`src/rtl/rmslm_pkg.sv`:
```
// rmslm_pkg: widths, constants and the block summary type of the rms level meter
// depends on nothing; every other file imports it
package rmslm_pkg;

   localparam int DataWidth      = 8;
   localparam int FullScaleWidth = 8;
   localparam int LevelWidth     = 16;

   localparam int MaxSamples     = 4096;
   localparam int CountWidth     = $clog2(MaxSamples + 1);

   // a square is at most 2**30, so a mean fits 31 bits
   localparam int SquareWidth    = 32;
   localparam int MeanWidth      = 31;
   localparam int SumWidth       = MeanWidth + $clog2(MaxSamples);

   // divider: one quotient bit a step
   localparam int DivSteps       = SumWidth;
   localparam int DivStepWidth   = $clog2(DivSteps);

   // root of mean * 65536: two radicand bits a step
   localparam int MeanShift      = 16;
   localparam int RadWidth       = MeanWidth + MeanShift + 1;
   localparam int RootWidth      = RadWidth / 2;
   localparam int SqrtSteps      = RootWidth;
   localparam int SqrtStepWidth  = $clog2(SqrtSteps);
   localparam int SqrtRemWidth   = RootWidth + 2;

   localparam int ProdWidth      = RootWidth + FullScaleWidth;
   localparam int LevelShift     = 15;

   localparam logic [FullScaleWidth-1:0] FullScaleReset = 8'd200;
   localparam logic [LevelWidth-1:0]     LevelMax       = 16'hFF00;

   localparam int QueueDepth      = 2;
   localparam int QueuePtrWidth   = $clog2(QueueDepth);
   localparam int QueueCountWidth = $clog2(QueueDepth + 1);

   typedef struct packed {
      logic [SumWidth-1:0]   sum;
      logic [CountWidth-1:0] count;
   } rmslm_block_type;

endpackage

```
`src/rtl/rmslm_if.sv`:
```
// rmslm channel interfaces: byte input, level result, configuration write
// depends on rmslm_pkg for the field widths
interface rmslm_req_if import rmslm_pkg::*; ();
   logic                 valid;
   logic                 ready;
   logic [DataWidth-1:0] data_byte;
   logic                 last;

   modport source (output valid, output data_byte, output last, input ready);
   modport sink   (input valid, input data_byte, input last, output ready);
endinterface

interface rmslm_rsp_if import rmslm_pkg::*; ();
   logic                  valid;
   logic                  ready;
   logic [LevelWidth-1:0] level;
   logic [CountWidth-1:0] sample_count;

   modport source (output valid, output level, output sample_count, input ready);
   modport sink   (input valid, input level, input sample_count, output ready);
endinterface

interface rmslm_csr_if import rmslm_pkg::*; ();
   logic                      valid;
   logic                      ready;
   logic [FullScaleWidth-1:0] data;

   modport source (output valid, output data, input ready);
   modport sink   (input valid, input data, output ready);
endinterface

```
`src/rtl/rmslm_front.sv`:
```
// rmslm_front: pairs bytes into samples and accumulates squares and count per block
// depends on rmslm_pkg and rmslm_req_if; hands a block summary to the queue
module rmslm_front import rmslm_pkg::*; (
   input  logic            clock,
   input  logic            reset,
   rmslm_req_if.sink       req_bus,
   output logic            blk_valid,
   input  logic            blk_ready,
   output rmslm_block_type blk_data
);

   logic [DataWidth-1:0]   held_ff, held_in;
   logic                   phase_ff, phase_in;
   logic [SumWidth-1:0]    sum_ff, sum_in;
   logic [SquareWidth-1:0] sq_ff, sq_in;
   logic                   sq_valid_ff, sq_valid_in;
   logic [CountWidth-1:0]  count_ff, count_in;
   logic                   emit_ff, emit_in;

   logic                   advance;
   logic                   accept;
   logic                   take;
   logic [15:0]            raw;
   logic [15:0]            mag;
   logic [SumWidth-1:0]    sum_total;
   logic [SumWidth-1:0]    base_sum;
   logic [CountWidth-1:0]  base_count;

   // the pending square waits in sq_ff and joins the sum through sum_total
   assign sum_total = sum_ff + (sq_valid_ff ? SumWidth'(sq_ff) : '0);

   assign advance       = !emit_ff || blk_ready;
   assign req_bus.ready = advance;
   assign accept        = req_bus.valid && advance;

   assign blk_valid      = emit_ff;
   assign blk_data.sum   = sum_total;
   assign blk_data.count = count_ff;

   assign raw  = {req_bus.data_byte, held_ff};
   assign mag  = raw[15] ? 16'(~raw + 16'd1) : raw;

   always_comb begin
      if (emit_ff) begin
         base_sum   = '0;
         base_count = '0;
      end else begin
         base_sum   = sum_total;
         base_count = count_ff;
      end
   end

   // samples past the limit are dropped
   assign take = accept && phase_ff && (base_count < CountWidth'(MaxSamples));

   always_comb begin
      held_in     = held_ff;
      phase_in    = phase_ff;
      sum_in      = sum_ff;
      sq_in       = sq_ff;
      sq_valid_in = sq_valid_ff;
      count_in    = count_ff;
      emit_in     = emit_ff;
      if (advance) begin
         sum_in      = base_sum;
         count_in    = base_count + CountWidth'(take);
         sq_valid_in = take;
         sq_in       = SquareWidth'(mag) * SquareWidth'(mag);
         emit_in     = accept && req_bus.last;
         if (accept) begin
            if (!phase_ff) begin
               held_in  = req_bus.data_byte;
               phase_in = 1'b1;
            end else begin
               phase_in = 1'b0;
            end
            if (req_bus.last) begin
               phase_in = 1'b0;
            end
         end
      end
   end

   always_ff @(posedge clock) begin
      if (reset) begin
         phase_ff    <= 1'b0;
         sum_ff      <= '0;
         sq_valid_ff <= 1'b0;
         count_ff    <= '0;
         emit_ff     <= 1'b0;
      end else begin
         phase_ff    <= phase_in;
         sum_ff      <= sum_in;
         sq_valid_ff <= sq_valid_in;
         count_ff    <= count_in;
         emit_ff     <= emit_in;
      end
      held_ff <= held_in;
      sq_ff   <= sq_in;
   end

   // a finished block waits in place until the queue takes it
   a_emit_holds: assert property (@(posedge clock) disable iff (reset)
      emit_ff && !blk_ready |=> emit_ff && $stable(count_ff))
      else $error("block summary dropped while queue was full");

endmodule

```
`src/rtl/rmslm_queue.sv`:
```
// rmslm_queue: two-entry queue of block summaries between front and back
// depends on rmslm_pkg
module rmslm_queue import rmslm_pkg::*; (
   input  logic            clock,
   input  logic            reset,
   input  logic            in_valid,
   output logic            in_ready,
   input  rmslm_block_type in_data,
   output logic            out_valid,
   input  logic            out_ready,
   output rmslm_block_type out_data
);

   rmslm_block_type             slot_ff [QueueDepth];
   logic [QueuePtrWidth-1:0]    wr_ptr_ff, wr_ptr_in;
   logic [QueuePtrWidth-1:0]    rd_ptr_ff, rd_ptr_in;
   logic [QueueCountWidth-1:0]  count_ff, count_in;
   logic                        push;
   logic                        pop;

   assign in_ready  = count_ff != QueueCountWidth'(QueueDepth);
   assign out_valid = count_ff != '0;
   assign out_data  = slot_ff[rd_ptr_ff];
   assign push      = in_valid && in_ready;
   assign pop       = out_valid && out_ready;

   always_comb begin
      wr_ptr_in = wr_ptr_ff;
      rd_ptr_in = rd_ptr_ff;
      if (push) begin
         wr_ptr_in = (wr_ptr_ff == QueuePtrWidth'(QueueDepth - 1)) ? '0 : wr_ptr_ff + 1'b1;
      end
      if (pop) begin
         rd_ptr_in = (rd_ptr_ff == QueuePtrWidth'(QueueDepth - 1)) ? '0 : rd_ptr_ff + 1'b1;
      end
      count_in = count_ff + QueueCountWidth'(push) - QueueCountWidth'(pop);
   end

   always_ff @(posedge clock) begin
      if (reset) begin
         wr_ptr_ff <= '0;
         rd_ptr_ff <= '0;
         count_ff  <= '0;
      end else begin
         wr_ptr_ff <= wr_ptr_in;
         rd_ptr_ff <= rd_ptr_in;
         count_ff  <= count_in;
      end
      if (push) begin
         slot_ff[wr_ptr_ff] <= in_data;
      end
   end

   a_count_bound: assert property (@(posedge clock) disable iff (reset)
      count_ff <= QueueCountWidth'(QueueDepth))
      else $error("queue fill count out of range");

endmodule

```
`src/rtl/rmslm_back.sv`:
```
// rmslm_back: per-block divide, square root and scaling, with the result register
// depends on rmslm_pkg, rmslm_rsp_if and rmslm_csr_if; holds the full_scale register
module rmslm_back import rmslm_pkg::*; (
   input  logic            clock,
   input  logic            reset,
   rmslm_csr_if.sink       csr_bus,
   input  logic            blk_valid,
   output logic            blk_ready,
   input  rmslm_block_type blk_data,
   rmslm_rsp_if.source     rsp_bus
);

   typedef enum logic [2:0] {
      ST_IDLE,
      ST_DIVIDE,
      ST_ROOT,
      ST_MULTIPLY,
      ST_DELIVER
   } state_type;

   state_type                 state_ff, state_in;
   logic [FullScaleWidth-1:0] fs_ff, fs_in;
   logic [SumWidth-1:0]       num_ff, num_in;
   logic [CountWidth-1:0]     den_ff, den_in;
   logic [CountWidth-1:0]     drem_ff, drem_in;
   logic [DivStepWidth-1:0]   dstep_ff, dstep_in;
   logic [RadWidth-1:0]       rad_ff, rad_in;
   logic [SqrtRemWidth-1:0]   srem_ff, srem_in;
   logic [RootWidth-1:0]      root_ff, root_in;
   logic [SqrtStepWidth-1:0]  sstep_ff, sstep_in;
   logic [ProdWidth-1:0]      prod_ff, prod_in;
   logic [CountWidth-1:0]     hold_count_ff, hold_count_in;
   logic                      rsp_valid_ff, rsp_valid_in;
   logic [LevelWidth-1:0]     level_ff, level_in;
   logic [CountWidth-1:0]     rsp_count_ff, rsp_count_in;

   logic [CountWidth:0]       dtrial;
   logic                      dfit;
   logic [CountWidth:0]       ddiff;
   logic [SumWidth-1:0]       div_q;
   logic [SqrtRemWidth+1:0]   strial_rem;
   logic [SqrtRemWidth+1:0]   strial;
   logic                      sfit;
   logic [SqrtRemWidth+1:0]   sdiff;

   assign csr_bus.ready = 1'b1;
   assign blk_ready     = state_ff == ST_IDLE;

   assign rsp_bus.valid        = rsp_valid_ff;
   assign rsp_bus.level        = level_ff;
   assign rsp_bus.sample_count = rsp_count_ff;

   // restoring division step
   assign dtrial = {drem_ff, num_ff[SumWidth-1]};
   assign dfit   = dtrial >= {1'b0, den_ff};
   assign ddiff  = dtrial - {1'b0, den_ff};
   assign div_q  = {num_ff[SumWidth-2:0], dfit};

   // digit-by-digit root step
   assign strial_rem = {srem_ff, rad_ff[RadWidth-1 -: 2]};
   assign strial     = (SqrtRemWidth+2)'({root_ff, 2'b01});
   assign sfit       = strial_rem >= strial;
   assign sdiff      = strial_rem - strial;

   always_comb begin
      state_in      = state_ff;
      fs_in         = fs_ff;
      num_in        = num_ff;
      den_in        = den_ff;
      drem_in       = drem_ff;
      dstep_in      = dstep_ff;
      rad_in        = rad_ff;
      srem_in       = srem_ff;
      root_in       = root_ff;
      sstep_in      = sstep_ff;
      prod_in       = prod_ff;
      hold_count_in = hold_count_ff;
      rsp_valid_in  = rsp_valid_ff;
      level_in      = level_ff;
      rsp_count_in  = rsp_count_ff;

      if (csr_bus.valid) begin
         fs_in = csr_bus.data;
      end
      if (rsp_valid_ff && rsp_bus.ready) begin
         rsp_valid_in = 1'b0;
      end

      unique case (state_ff)
         ST_IDLE: begin
            if (blk_valid) begin
               num_in        = blk_data.sum;
               den_in        = blk_data.count;
               hold_count_in = blk_data.count;
               drem_in       = '0;
               dstep_in      = '0;
               if (blk_data.count == '0) begin
                  // empty block reports level zero
                  root_in  = '0;
                  state_in = ST_MULTIPLY;
               end else begin
                  state_in = ST_DIVIDE;
               end
            end
         end
         ST_DIVIDE: begin
            num_in   = div_q;
            drem_in  = dfit ? ddiff[CountWidth-1:0] : dtrial[CountWidth-1:0];
            dstep_in = dstep_ff + 1'b1;
            if (dstep_ff == DivStepWidth'(DivSteps - 1)) begin
               rad_in   = RadWidth'({div_q[MeanWidth-1:0], {MeanShift{1'b0}}});
               srem_in  = '0;
               root_in  = '0;
               sstep_in = '0;
               state_in = ST_ROOT;
            end
         end
         ST_ROOT: begin
            rad_in   = {rad_ff[RadWidth-3:0], 2'b00};
            srem_in  = sfit ? sdiff[SqrtRemWidth-1:0] : strial_rem[SqrtRemWidth-1:0];
            root_in  = {root_ff[RootWidth-2:0], sfit};
            sstep_in = sstep_ff + 1'b1;
            if (sstep_ff == SqrtStepWidth'(SqrtSteps - 1)) begin
               state_in = ST_MULTIPLY;
            end
         end
         ST_MULTIPLY: begin
            prod_in  = ProdWidth'(root_ff) * ProdWidth'(fs_ff);
            state_in = ST_DELIVER;
         end
         ST_DELIVER: begin
            if (!rsp_valid_ff || rsp_bus.ready) begin
               rsp_valid_in = 1'b1;
               level_in     = prod_ff[LevelShift +: LevelWidth];
               rsp_count_in = hold_count_ff;
               state_in     = ST_IDLE;
            end
         end
         default: begin
            state_in = ST_IDLE;
         end
      endcase
   end

   always_ff @(posedge clock) begin
      if (reset) begin
         state_ff     <= ST_IDLE;
         fs_ff        <= FullScaleReset;
         rsp_valid_ff <= 1'b0;
      end else begin
         state_ff     <= state_in;
         fs_ff        <= fs_in;
         rsp_valid_ff <= rsp_valid_in;
      end
      num_ff        <= num_in;
      den_ff        <= den_in;
      drem_ff       <= drem_in;
      dstep_ff      <= dstep_in;
      rad_ff        <= rad_in;
      srem_ff       <= srem_in;
      root_ff       <= root_in;
      sstep_ff      <= sstep_in;
      prod_ff       <= prod_in;
      hold_count_ff <= hold_count_in;
      level_ff      <= level_in;
      rsp_count_ff  <= rsp_count_in;
   end

   a_empty_level: assert property (@(posedge clock) disable iff (reset)
      rsp_valid_ff && (rsp_count_ff == '0) |-> level_ff == '0)
      else $error("empty block gave a nonzero level");

   a_level_bound: assert property (@(posedge clock) disable iff (reset)
      rsp_valid_ff |-> (level_ff <= LevelMax) &&
                       (rsp_count_ff <= CountWidth'(MaxSamples)))
      else $error("result out of range");

endmodule

```
`src/rtl/rms_audio_level_meter_unit.sv`:
```
// rms_audio_level_meter_unit: top level of the rms audio level meter
// depends on rmslm_pkg, rmslm_if, rmslm_front, rmslm_queue and rmslm_back
//
//   port     dir   carries                              accepted when
//   req_bus  in    data_byte[7:0], last                 valid && ready
//   rsp_bus  out   level[15:0] q8.8, sample_count[12:0] valid && ready
//   csr_bus  in    data[7:0] -> full_scale              valid && ready (ready tied high)
//
// the front takes one byte a cycle; it stalls only when a finished block
// cannot enter the full two-entry queue
// the back works on one block at a time: it loads the block, runs 43 divider
// steps (one quotient bit each) and 24 root steps (two radicand bits each), then
// multiplies and loads the result register; an empty block skips divide and root
// synchronous active-high reset clears the accumulator, the queue and the result
// valid flag and sets full_scale to 200; no clearing pass is needed
module rms_audio_level_meter_unit import rmslm_pkg::*; (
   input  logic        clock,
   input  logic        reset,
   rmslm_req_if.sink   req_bus,
   rmslm_rsp_if.source rsp_bus,
   rmslm_csr_if.sink   csr_bus
);

   // front to queue
   logic            acc_valid;
   logic            acc_ready;
   rmslm_block_type acc_data;

   // queue to back
   logic            work_valid;
   logic            work_ready;
   rmslm_block_type work_data;

   // byte pairing, squaring and per-block sums
   rmslm_front u_front (
      .clock     (clock),
      .reset     (reset),
      .req_bus   (req_bus),
      .blk_valid (acc_valid),
      .blk_ready (acc_ready),
      .blk_data  (acc_data)
   );

   // lets the front run on while the back is busy with an earlier block
   rmslm_queue u_queue (
      .clock     (clock),
      .reset     (reset),
      .in_valid  (acc_valid),
      .in_ready  (acc_ready),
      .in_data   (acc_data),
      .out_valid (work_valid),
      .out_ready (work_ready),
      .out_data  (work_data)
   );

   // mean, root and scaling; owns full_scale and the result register
   rmslm_back u_back (
      .clock     (clock),
      .reset     (reset),
      .csr_bus   (csr_bus),
      .blk_valid (work_valid),
      .blk_ready (work_ready),
      .blk_data  (work_data),
      .rsp_bus   (rsp_bus)
   );

endmodule

```
`src/flat_wrapper.sv`:
```
// flat-port wrapper written by rule: the top's interface ports become plain ports
module rms_audio_level_meter_unit_flat import rmslm_pkg::*;
  (clock, reset, req_bus_valid, req_bus_data_byte, req_bus_last, req_bus_ready, rsp_bus_valid, rsp_bus_level, rsp_bus_sample_count, rsp_bus_ready, csr_bus_valid, csr_bus_data, csr_bus_ready);
  rmslm_req_if req_bus_i ();
  rmslm_rsp_if rsp_bus_i ();
  rmslm_csr_if csr_bus_i ();
  input  logic clock;
  input  logic reset;
  input wire logic [$bits(req_bus_i.valid)-1:0] req_bus_valid;
  input wire logic [$bits(req_bus_i.data_byte)-1:0] req_bus_data_byte;
  input wire logic [$bits(req_bus_i.last)-1:0] req_bus_last;
  output wire logic [$bits(req_bus_i.ready)-1:0] req_bus_ready;
  output wire logic [$bits(rsp_bus_i.valid)-1:0] rsp_bus_valid;
  output wire logic [$bits(rsp_bus_i.level)-1:0] rsp_bus_level;
  output wire logic [$bits(rsp_bus_i.sample_count)-1:0] rsp_bus_sample_count;
  input wire logic [$bits(rsp_bus_i.ready)-1:0] rsp_bus_ready;
  input wire logic [$bits(csr_bus_i.valid)-1:0] csr_bus_valid;
  input wire logic [$bits(csr_bus_i.data)-1:0] csr_bus_data;
  output wire logic [$bits(csr_bus_i.ready)-1:0] csr_bus_ready;
  assign req_bus_i.valid = req_bus_valid;
  assign req_bus_i.data_byte = req_bus_data_byte;
  assign req_bus_i.last = req_bus_last;
  assign req_bus_ready = req_bus_i.ready;
  assign rsp_bus_valid = rsp_bus_i.valid;
  assign rsp_bus_level = rsp_bus_i.level;
  assign rsp_bus_sample_count = rsp_bus_i.sample_count;
  assign rsp_bus_i.ready = rsp_bus_ready;
  assign csr_bus_i.valid = csr_bus_valid;
  assign csr_bus_i.data = csr_bus_data;
  assign csr_bus_ready = csr_bus_i.ready;
  rms_audio_level_meter_unit u_core (.clock(clock), .reset(reset), .req_bus(req_bus_i), .rsp_bus(rsp_bus_i), .csr_bus(csr_bus_i));
endmodule
```
`config.mk`:
```
export PLATFORM = sky130hd
export DESIGN_NAME = rms_audio_level_meter_unit_flat
export DESIGN_NICKNAME = d
export VERILOG_FILES = /design/src/rtl/rmslm_pkg.sv /design/src/rtl/rmslm_if.sv /design/src/rtl/rmslm_front.sv /design/src/rtl/rmslm_queue.sv /design/src/rtl/rmslm_back.sv /design/src/rtl/rms_audio_level_meter_unit.sv /design/src/flat_wrapper.sv
export SDC_FILE = /design/constraint.sdc
export NUM_CORES = 2
export LEC_CHECK = 0
export ABC_AREA = 1
export BUFFER_PORTS_ARGS = -buffer_cell sky130_fd_sc_hd__buf_4
export CAP_MARGIN = 10
export CORE_MARGIN = 2
export CORE_UTILIZATION = 60
export DETAILED_ROUTE_END_ITERATION = 10
export MAX_ROUTING_LAYER = met4
export PLACE_DENSITY = 0.85
export SLEW_MARGIN = 20
export SYNTH_ARGS = -nofsm -noshare
export SYNTH_HDL_FRONTEND = slang
export SYNTH_SLANG_ARGS = --single-unit
export TNS_END_PERCENT = 10
```
`constraint.sdc`:
```
create_clock -name clock -period 13.1 [get_ports clock]
set_clock_uncertainty 0.1 [all_clocks]
set_input_delay 0.655 -clock clock [delete_from_list [all_inputs] [get_ports clock]]
set_output_delay 0.655 -clock clock [all_outputs]
set_load 0.05 [all_outputs]
```
# Word level (Yosys, flattened, before mapping)
# Memories as Yosys holds them, arrays and structs flattened. A register that Yosys moved wholly into a read port is not among the register bits.
# Cells that the tools add are included.
# word_totals
ff_bits	353
mem_bits_rw	112
in_bits	22
elab_cells	119
mem_count	1
# mem_list
name	depth	word_bits	rd	rd_clocked_by_memory_dff	write_ports	line_no	rtl
u_core.u_queue.slot_ff	2	56	1	1	1	rmslm_queue.sv:14	rmslm_block_type slot_ff [QueueDepth];
# op_classes
addsub	11
n_mul	2
magnitude_cmp	3
n_eq_ne	12
muxes	39
bitwise_logic	2
reduce_logical	25
# ops
operator	count
$pmux 48 s2	1
$mux 43	2
$pmux 43 s2	1
$mux 24	3
$pmux 24 s3	1
$mux 26	2
$pmux 26 s2	1
$mux 48	1
$add 43x43->43	1
$mux 13	3
$mul 16x16->32	1
$mux 32	1
$mul 24x8->31	1
$ge 28x26->1	1
$pmux 13 s2	1
$sub 26x26->26	1
$add 16x1->16 const B	1
$mux 16	1
$not 16->16	1
$pmux 3 s5	1
$ge 14x13->1	1
$add 13x1->13	1
$logic_not 13->1	1
$lt 13x13->1 const B	1
29 further kinds	64

# Depth between registers and ports, before layout
# logic_depth
depth_word	6
ltp_mapped	35
mapped_depth_nobuf	35

# By module
# A second synthesis with hierarchy kept.
# unflattened
cells_unflattened	4501
area_unflattened_um2	36695.2
# modules_own_cells
module	n_inst	cells_per_inst	area_each_um2	seq_area_each_um2
rmslm_back	1	2269	17770.8	6456.2
rmslm_front	1	2022	14481.4	2352.3
rmslm_queue	1	210	4443.0	3463.3

# Worst setup path before layout
# No wires, ideal clock.
# synth_timing
path_type	register to register
startpoint	register u_core.u_front.held_ff[0]
endpoint	register u_core.u_front.sq_ff[25], data pin
t_arrival_ns	6.572
required_ns	12.742
setup_slack_ns	6.170
path_stages_with_launch	28
cell_sequence	edfxtp_1 > inv_1 > clkbuf_1 > ha_1 > inv_1 > nor3_1 > a21oi_1 > xor2_1 > clkbuf_1 > nand2_1 > fa_1 > inv_1 > fa_1 > fa_1 > fa_1 > fa_1 > inv_1 > fa_1 > inv_1 > ha_1 > nand2_1 > inv_1 > nand2_1 > nor3_1 > nand4_1 > nand3_1 > a21oi_1 > xnor2_1
# synth_via
elab_chain_cells	4
# synth_lines
item	line_no	rtl
start: declaration	rmslm_front.sv:12	logic [DataWidth-1:0] held_ff, held_in;
start signal: assignment	rmslm_front.sv:98	held_ff <= held_in;
$not 16->16	rmslm_front.sv:41	assign mag = raw[15] ? 16'(~raw + 16'd1) : raw;
$add 16x1->16	rmslm_front.sv:41	
$mux 16 (*)	rmslm_front.sv:41	
$mul 16x16->32 (*)	rmslm_front.sv:68	sq_in = SquareWidth'(mag) * SquareWidth'(mag);
end signal: assignment	rmslm_front.sv:99	sq_ff <= sq_in;
end: declaration	rmslm_front.sv:15	logic [SquareWidth-1:0] sq_ff, sq_in;
# Mark *: on every way between the ends. The rest lies on a longest branch, timed or not.
# A chain may end at the register's enable or synchronous reset.

# Final worst setup path
# layout_timing
startpoint	register u_core.u_front.held_ff[0]
endpoint	register u_core.u_front.sq_ff[23], data pin
# The elaborated chain is that of the path after synthesis.

==> results.sh <==
export IMPL_via_count_of_the_first_global_routing_pass=27300
export IMPL_p_sw_share_pct=48.8
export IMPL_asyncSetResetFlopFracSynth_pct=0
export IMPL_synthSimpleGateAreaFrac_pct=20.4
export IMPL_synth_seq_cells=434
export IMPL_h_tree_depth=2
export IMPL_crit_arrival_ps=8000
export IMPL_syn_to_final_growth_pct=7.72
export IMPL_detail_route_vias_per_cell=5.47
export IMPL_timing_setup_critical_path_class="flop to flop"
export IMPL_synth_fa_ha_area_share_pct=24.7
export IMPL_cts_made_buffers=46
export IMPL_final_core_utilization_pct=65.6
export IMPL_die_area_sq_um=60800
export IMPL_max_freq_mhz=129
export IMPL_globalRoute_totalOverflow=0
export IMPL_startpoint_class="flop"
export IMPL_first_pass_iters=5
export IMPL_main_combinational_cell_family_by_area_after_synthesis="adder cells"
export IMPL_numClockSinks=434
export IMPL_buffer_depth_of_the_longest_clock_path=3
export IMPL_ys_flop_type="sky130_fd_sc_hd__edfxtp_1"
export IMPL_final_setup_viol_count=0
export IMPL_tightestPinTransition_ps=1090
export IMPL_place_hpwl_mm=61.0
export IMPL_worst_slew_margin_rel_pct=27.3
export IMPL_post_cts_resized=0
export IMPL_initial_utilization_pct=60.9
export IMPL_p_sw_w=0.00523
export IMPL_max_stage_delay_ps=550
export IMPL_ys_warnings_count=0
export IMPL_leakage_power_nw=18.8
export IMPL_hold_viol_final=0
export IMPL_groute_usage_overall_pct=28.2
export IMPL_syn_area_sq_um=35300
export IMPL_num_fill_cells=4621
export IMPL_leading_cell_types_in_the_layout_fill_and_taps_excluded="1098 x sky130_fd_sc_hd__nand2_1, 830 x sky130_fd_sc_hd__inv_1, 389 x sky130_fd_sc_hd__nor2_1"
export IMPL_rsz0062_at_grt="no"
export IMPL_timing_critical_path_slowest_stage_cell="sky130_fd_sc_hd__fa_1"
export IMPL_synth_edff_count=358
export IMPL_cts_root_buf="sky130_fd_sc_hd__clkbuf_16"
export IMPL_clkSlewWorstSetupHoldPaths_ps=60
export IMPL_endpoint_kind="flop"
export IMPL_post_synth_cell_area_avg_sq_um=8.31
export IMPL_cts_post_setup_buffers_inserted=0
export IMPL_grt_first_pass_wirelength_mm=134
export IMPL_number_of_nets_with_antenna_violations_after_routing=0
export IMPL_share_comb_of_total_power_pct=64.9
export IMPL_vias=27700
export IMPL_worst_ep_required_time_ps=13350
export IMPL_irDropWorstVdd_mv=0.361
export IMPL_proportion_of_layout_cells_with_a_drive_suffix_above_1_pct=5.01
export IMPL_period_share_pct=59.1
export IMPL_path_common_cell="sky130_fd_sc_hd__inv_1"
export IMPL_first_iter_violations=2230
export IMPL_clock_power_share_pct=13.3
export IMPL_ioPinCount=54
export IMPL_post_drt_wl_per_cell_microns=16.1
export IMPL_finalWeightedCongestion=0.978
export IMPL_die_height_microns=247
export IMPL_clock_latency_ps=610
export IMPL_antenna_found_initial=1
export IMPL_report_final_slew_viol_count=0
export IMPL_synth_area_mux_share_pct=0.0567
export IMPL_postRouteWirelength_mm=81.7
export IMPL_synthesized_area_fraction_occupied_by_ao_oa_aoi_and_oai_cells_pct=7.02
export IMPL_drcViolationCount=0
export IMPL_r2r_setup_slack_ps=5350
export IMPL_synth_xor_xnor_area_share_pct=2.48
export IMPL_fin_total_pwr_w=0.0107
export IMPL_number_of_distinct_library_cell_variants_in_the_gate_level_netlist_after_synthesis=60
export IMPL_internal_power_w=0.00548
export IMPL_outcome="completed"
export IMPL_power_density_nw_per_um2=282
export IMPL_tritoncts="built"
export IMPL_layout_cells_most_common="sky130_fd_sc_hd__nand2_1"
export IMPL_design_core_area_sq_um=57900
export IMPL_grt_max_degree=94
export IMPL_timing_setup_tns_ps=0
export IMPL_net_count_reported_at_finish=4797
export IMPL_io_buffers=52
export IMPL_placementRows=88
export IMPL_crit_path_max_fanout=15
export IMPL_holdBufCountCts=0
export IMPL_maxCapViolations=0
export IMPL_sequentialPowerShare_pct=21.7
export IMPL_syn_inst=4248
export IMPL_holdCritPathClass="input port to flop"
export IMPL_finalCriticalPeriod_ps=7750
export IMPL_fraction_of_the_yosys_area_taken_by_sequential_cells_pct=34.8
export IMPL_die_w_microns=247
==> worst max-delay path, delay by kind of cell, from the launching register on <==
family                   cells  cell delay, ps
AND/OR/NAND/NOR             10            1890
adder cells (fa/ha/maj)      8            3750
buffers and inverters        8            1130
flip-flops                   1             500
XOR/XNOR                     1              70
==> layer usage <==
metal | up-vias | track usage, % | wire, microns
met1 | 13300 | 35.0 | 32600
met2 | 953 | 48.0 | 41200
li1 | 13300 | - | -
met5 | - | - | 0
met4 | 0 | 9.28 | 2510
met3 | 191 | 3.51 | 5340
==> worst paths after layout <==
path / cells after the start / from / endpoint
min reg2reg: 0 / u_core.u_back.prod_ff[22] / u_core.u_back.rsp_bus.level[7]
min: 1 / req_bus_data_byte[5] / u_core.u_front.held_ff[5]
max reg2reg: 27 / u_core.u_front.held_ff[0] / u_core.u_front.sq_ff[23]
max: 27 / u_core.u_front.held_ff[0] / u_core.u_front.sq_ff[23]
==> sequential cells by signal, indices dropped and copies added (netlist names), 6 cells and up, named ones only <==
name and cells:
u_core.u_back.rsp_bus.level 16, u_core.u_back.fs_ff 8, u_core.u_back.srem_ff 26, u_core.u_back.dstep_ff 6
u_core.u_back.rad_ff 32, u_core.u_back.rsp_bus.sample_count 13, u_core.u_back.hold_count_ff 13, u_core.u_front.held_ff 8
u_core.u_back.num_ff 43, u_core.u_front.count_ff 13, u_core.u_queue.slot_ff 112, u_core.u_front.sq_ff 31
u_core.u_back.drem_ff 13, u_core.u_back.root_ff 24, u_core.u_front.sum_ff 43, u_core.u_back.prod_ff 16
==> per-stage QoR <==
step / instance area, sq um / setup WS [ps] / hold slack, ps / cells
after floorplan: 35300 / 6170 / 300 / 4258
after global placement: 36300 / 5600 / 306 / 4973
after detailed placement: 36300 / 5420 / 306 / 4973
after CTS: 38000 / 5380 / 143 / 5059
after global routing: 38000 / 4830 / 154 / 5060
final: 38000 / 5350 / 161 / 5060
==> logic make-up after synthesis <==
group	Yosys count
compound gates	454
mux	2
xor+xnor	98
flops	434
buf+inv	965
fa+ha+maj	519
simple gates	1774
other cells	2
==> cell type report <==
cell class	count	area, sq um	share of cell area (%)
tap	765	957	2.52
sequential	434	12300	32.3
clock inverter	25	352	0.925
timing repair buffer	73	548	1.44
antenna	1	2.50	0.00658
clock buffer	61	1310	3.45
inverter	842	3160	8.32
multi-input combinational	2859	19400	51.0
==> synthesized netlist by cell type (9+ instances only) <==
cell	n	area (sq um)
sky130_fd_sc_hd__a21oi_1	217	1090
sky130_fd_sc_hd__nor3_1	51	255
sky130_fd_sc_hd__nand3b_1	9	67.6
sky130_fd_sc_hd__fa_1	296	5930
sky130_fd_sc_hd__xnor2_1	28	245
sky130_fd_sc_hd__dfxtp_1	76	1520
sky130_fd_sc_hd__nand4_1	19	119
sky130_fd_sc_hd__nor2_1	394	1480
sky130_fd_sc_hd__nand2_2	13	81.3
sky130_fd_sc_hd__and2_1	20	125
sky130_fd_sc_hd__inv_1	832	3120
sky130_fd_sc_hd__a31oi_1	48	300
sky130_fd_sc_hd__buf_2	13	65.1
sky130_fd_sc_hd__ha_1	223	2790
sky130_fd_sc_hd__edfxtp_1	358	10800
sky130_fd_sc_hd__clkbuf_1	95	357
sky130_fd_sc_hd__nor4_1	9	56.3
sky130_fd_sc_hd__o21ai_0	135	676
sky130_fd_sc_hd__nand3_1	132	661
sky130_fd_sc_hd__nand2_1	1099	4130
sky130_fd_sc_hd__xor2_1	68	596
==> power by group through the flow <==
stage	registers (W)	logic, W	clock network, W
floorplan	0.00225	0.00534	0
global placement	0.00234	0.00675	0
detailed placement	0.00235	0.00688	0
CTS	0.00233	0.00696	0.00143
global route	0.00235	0.00795	0.00149
finish	0.00233	0.00696	0.00143
Note: power is estimated with default switching activity, not from simulation.
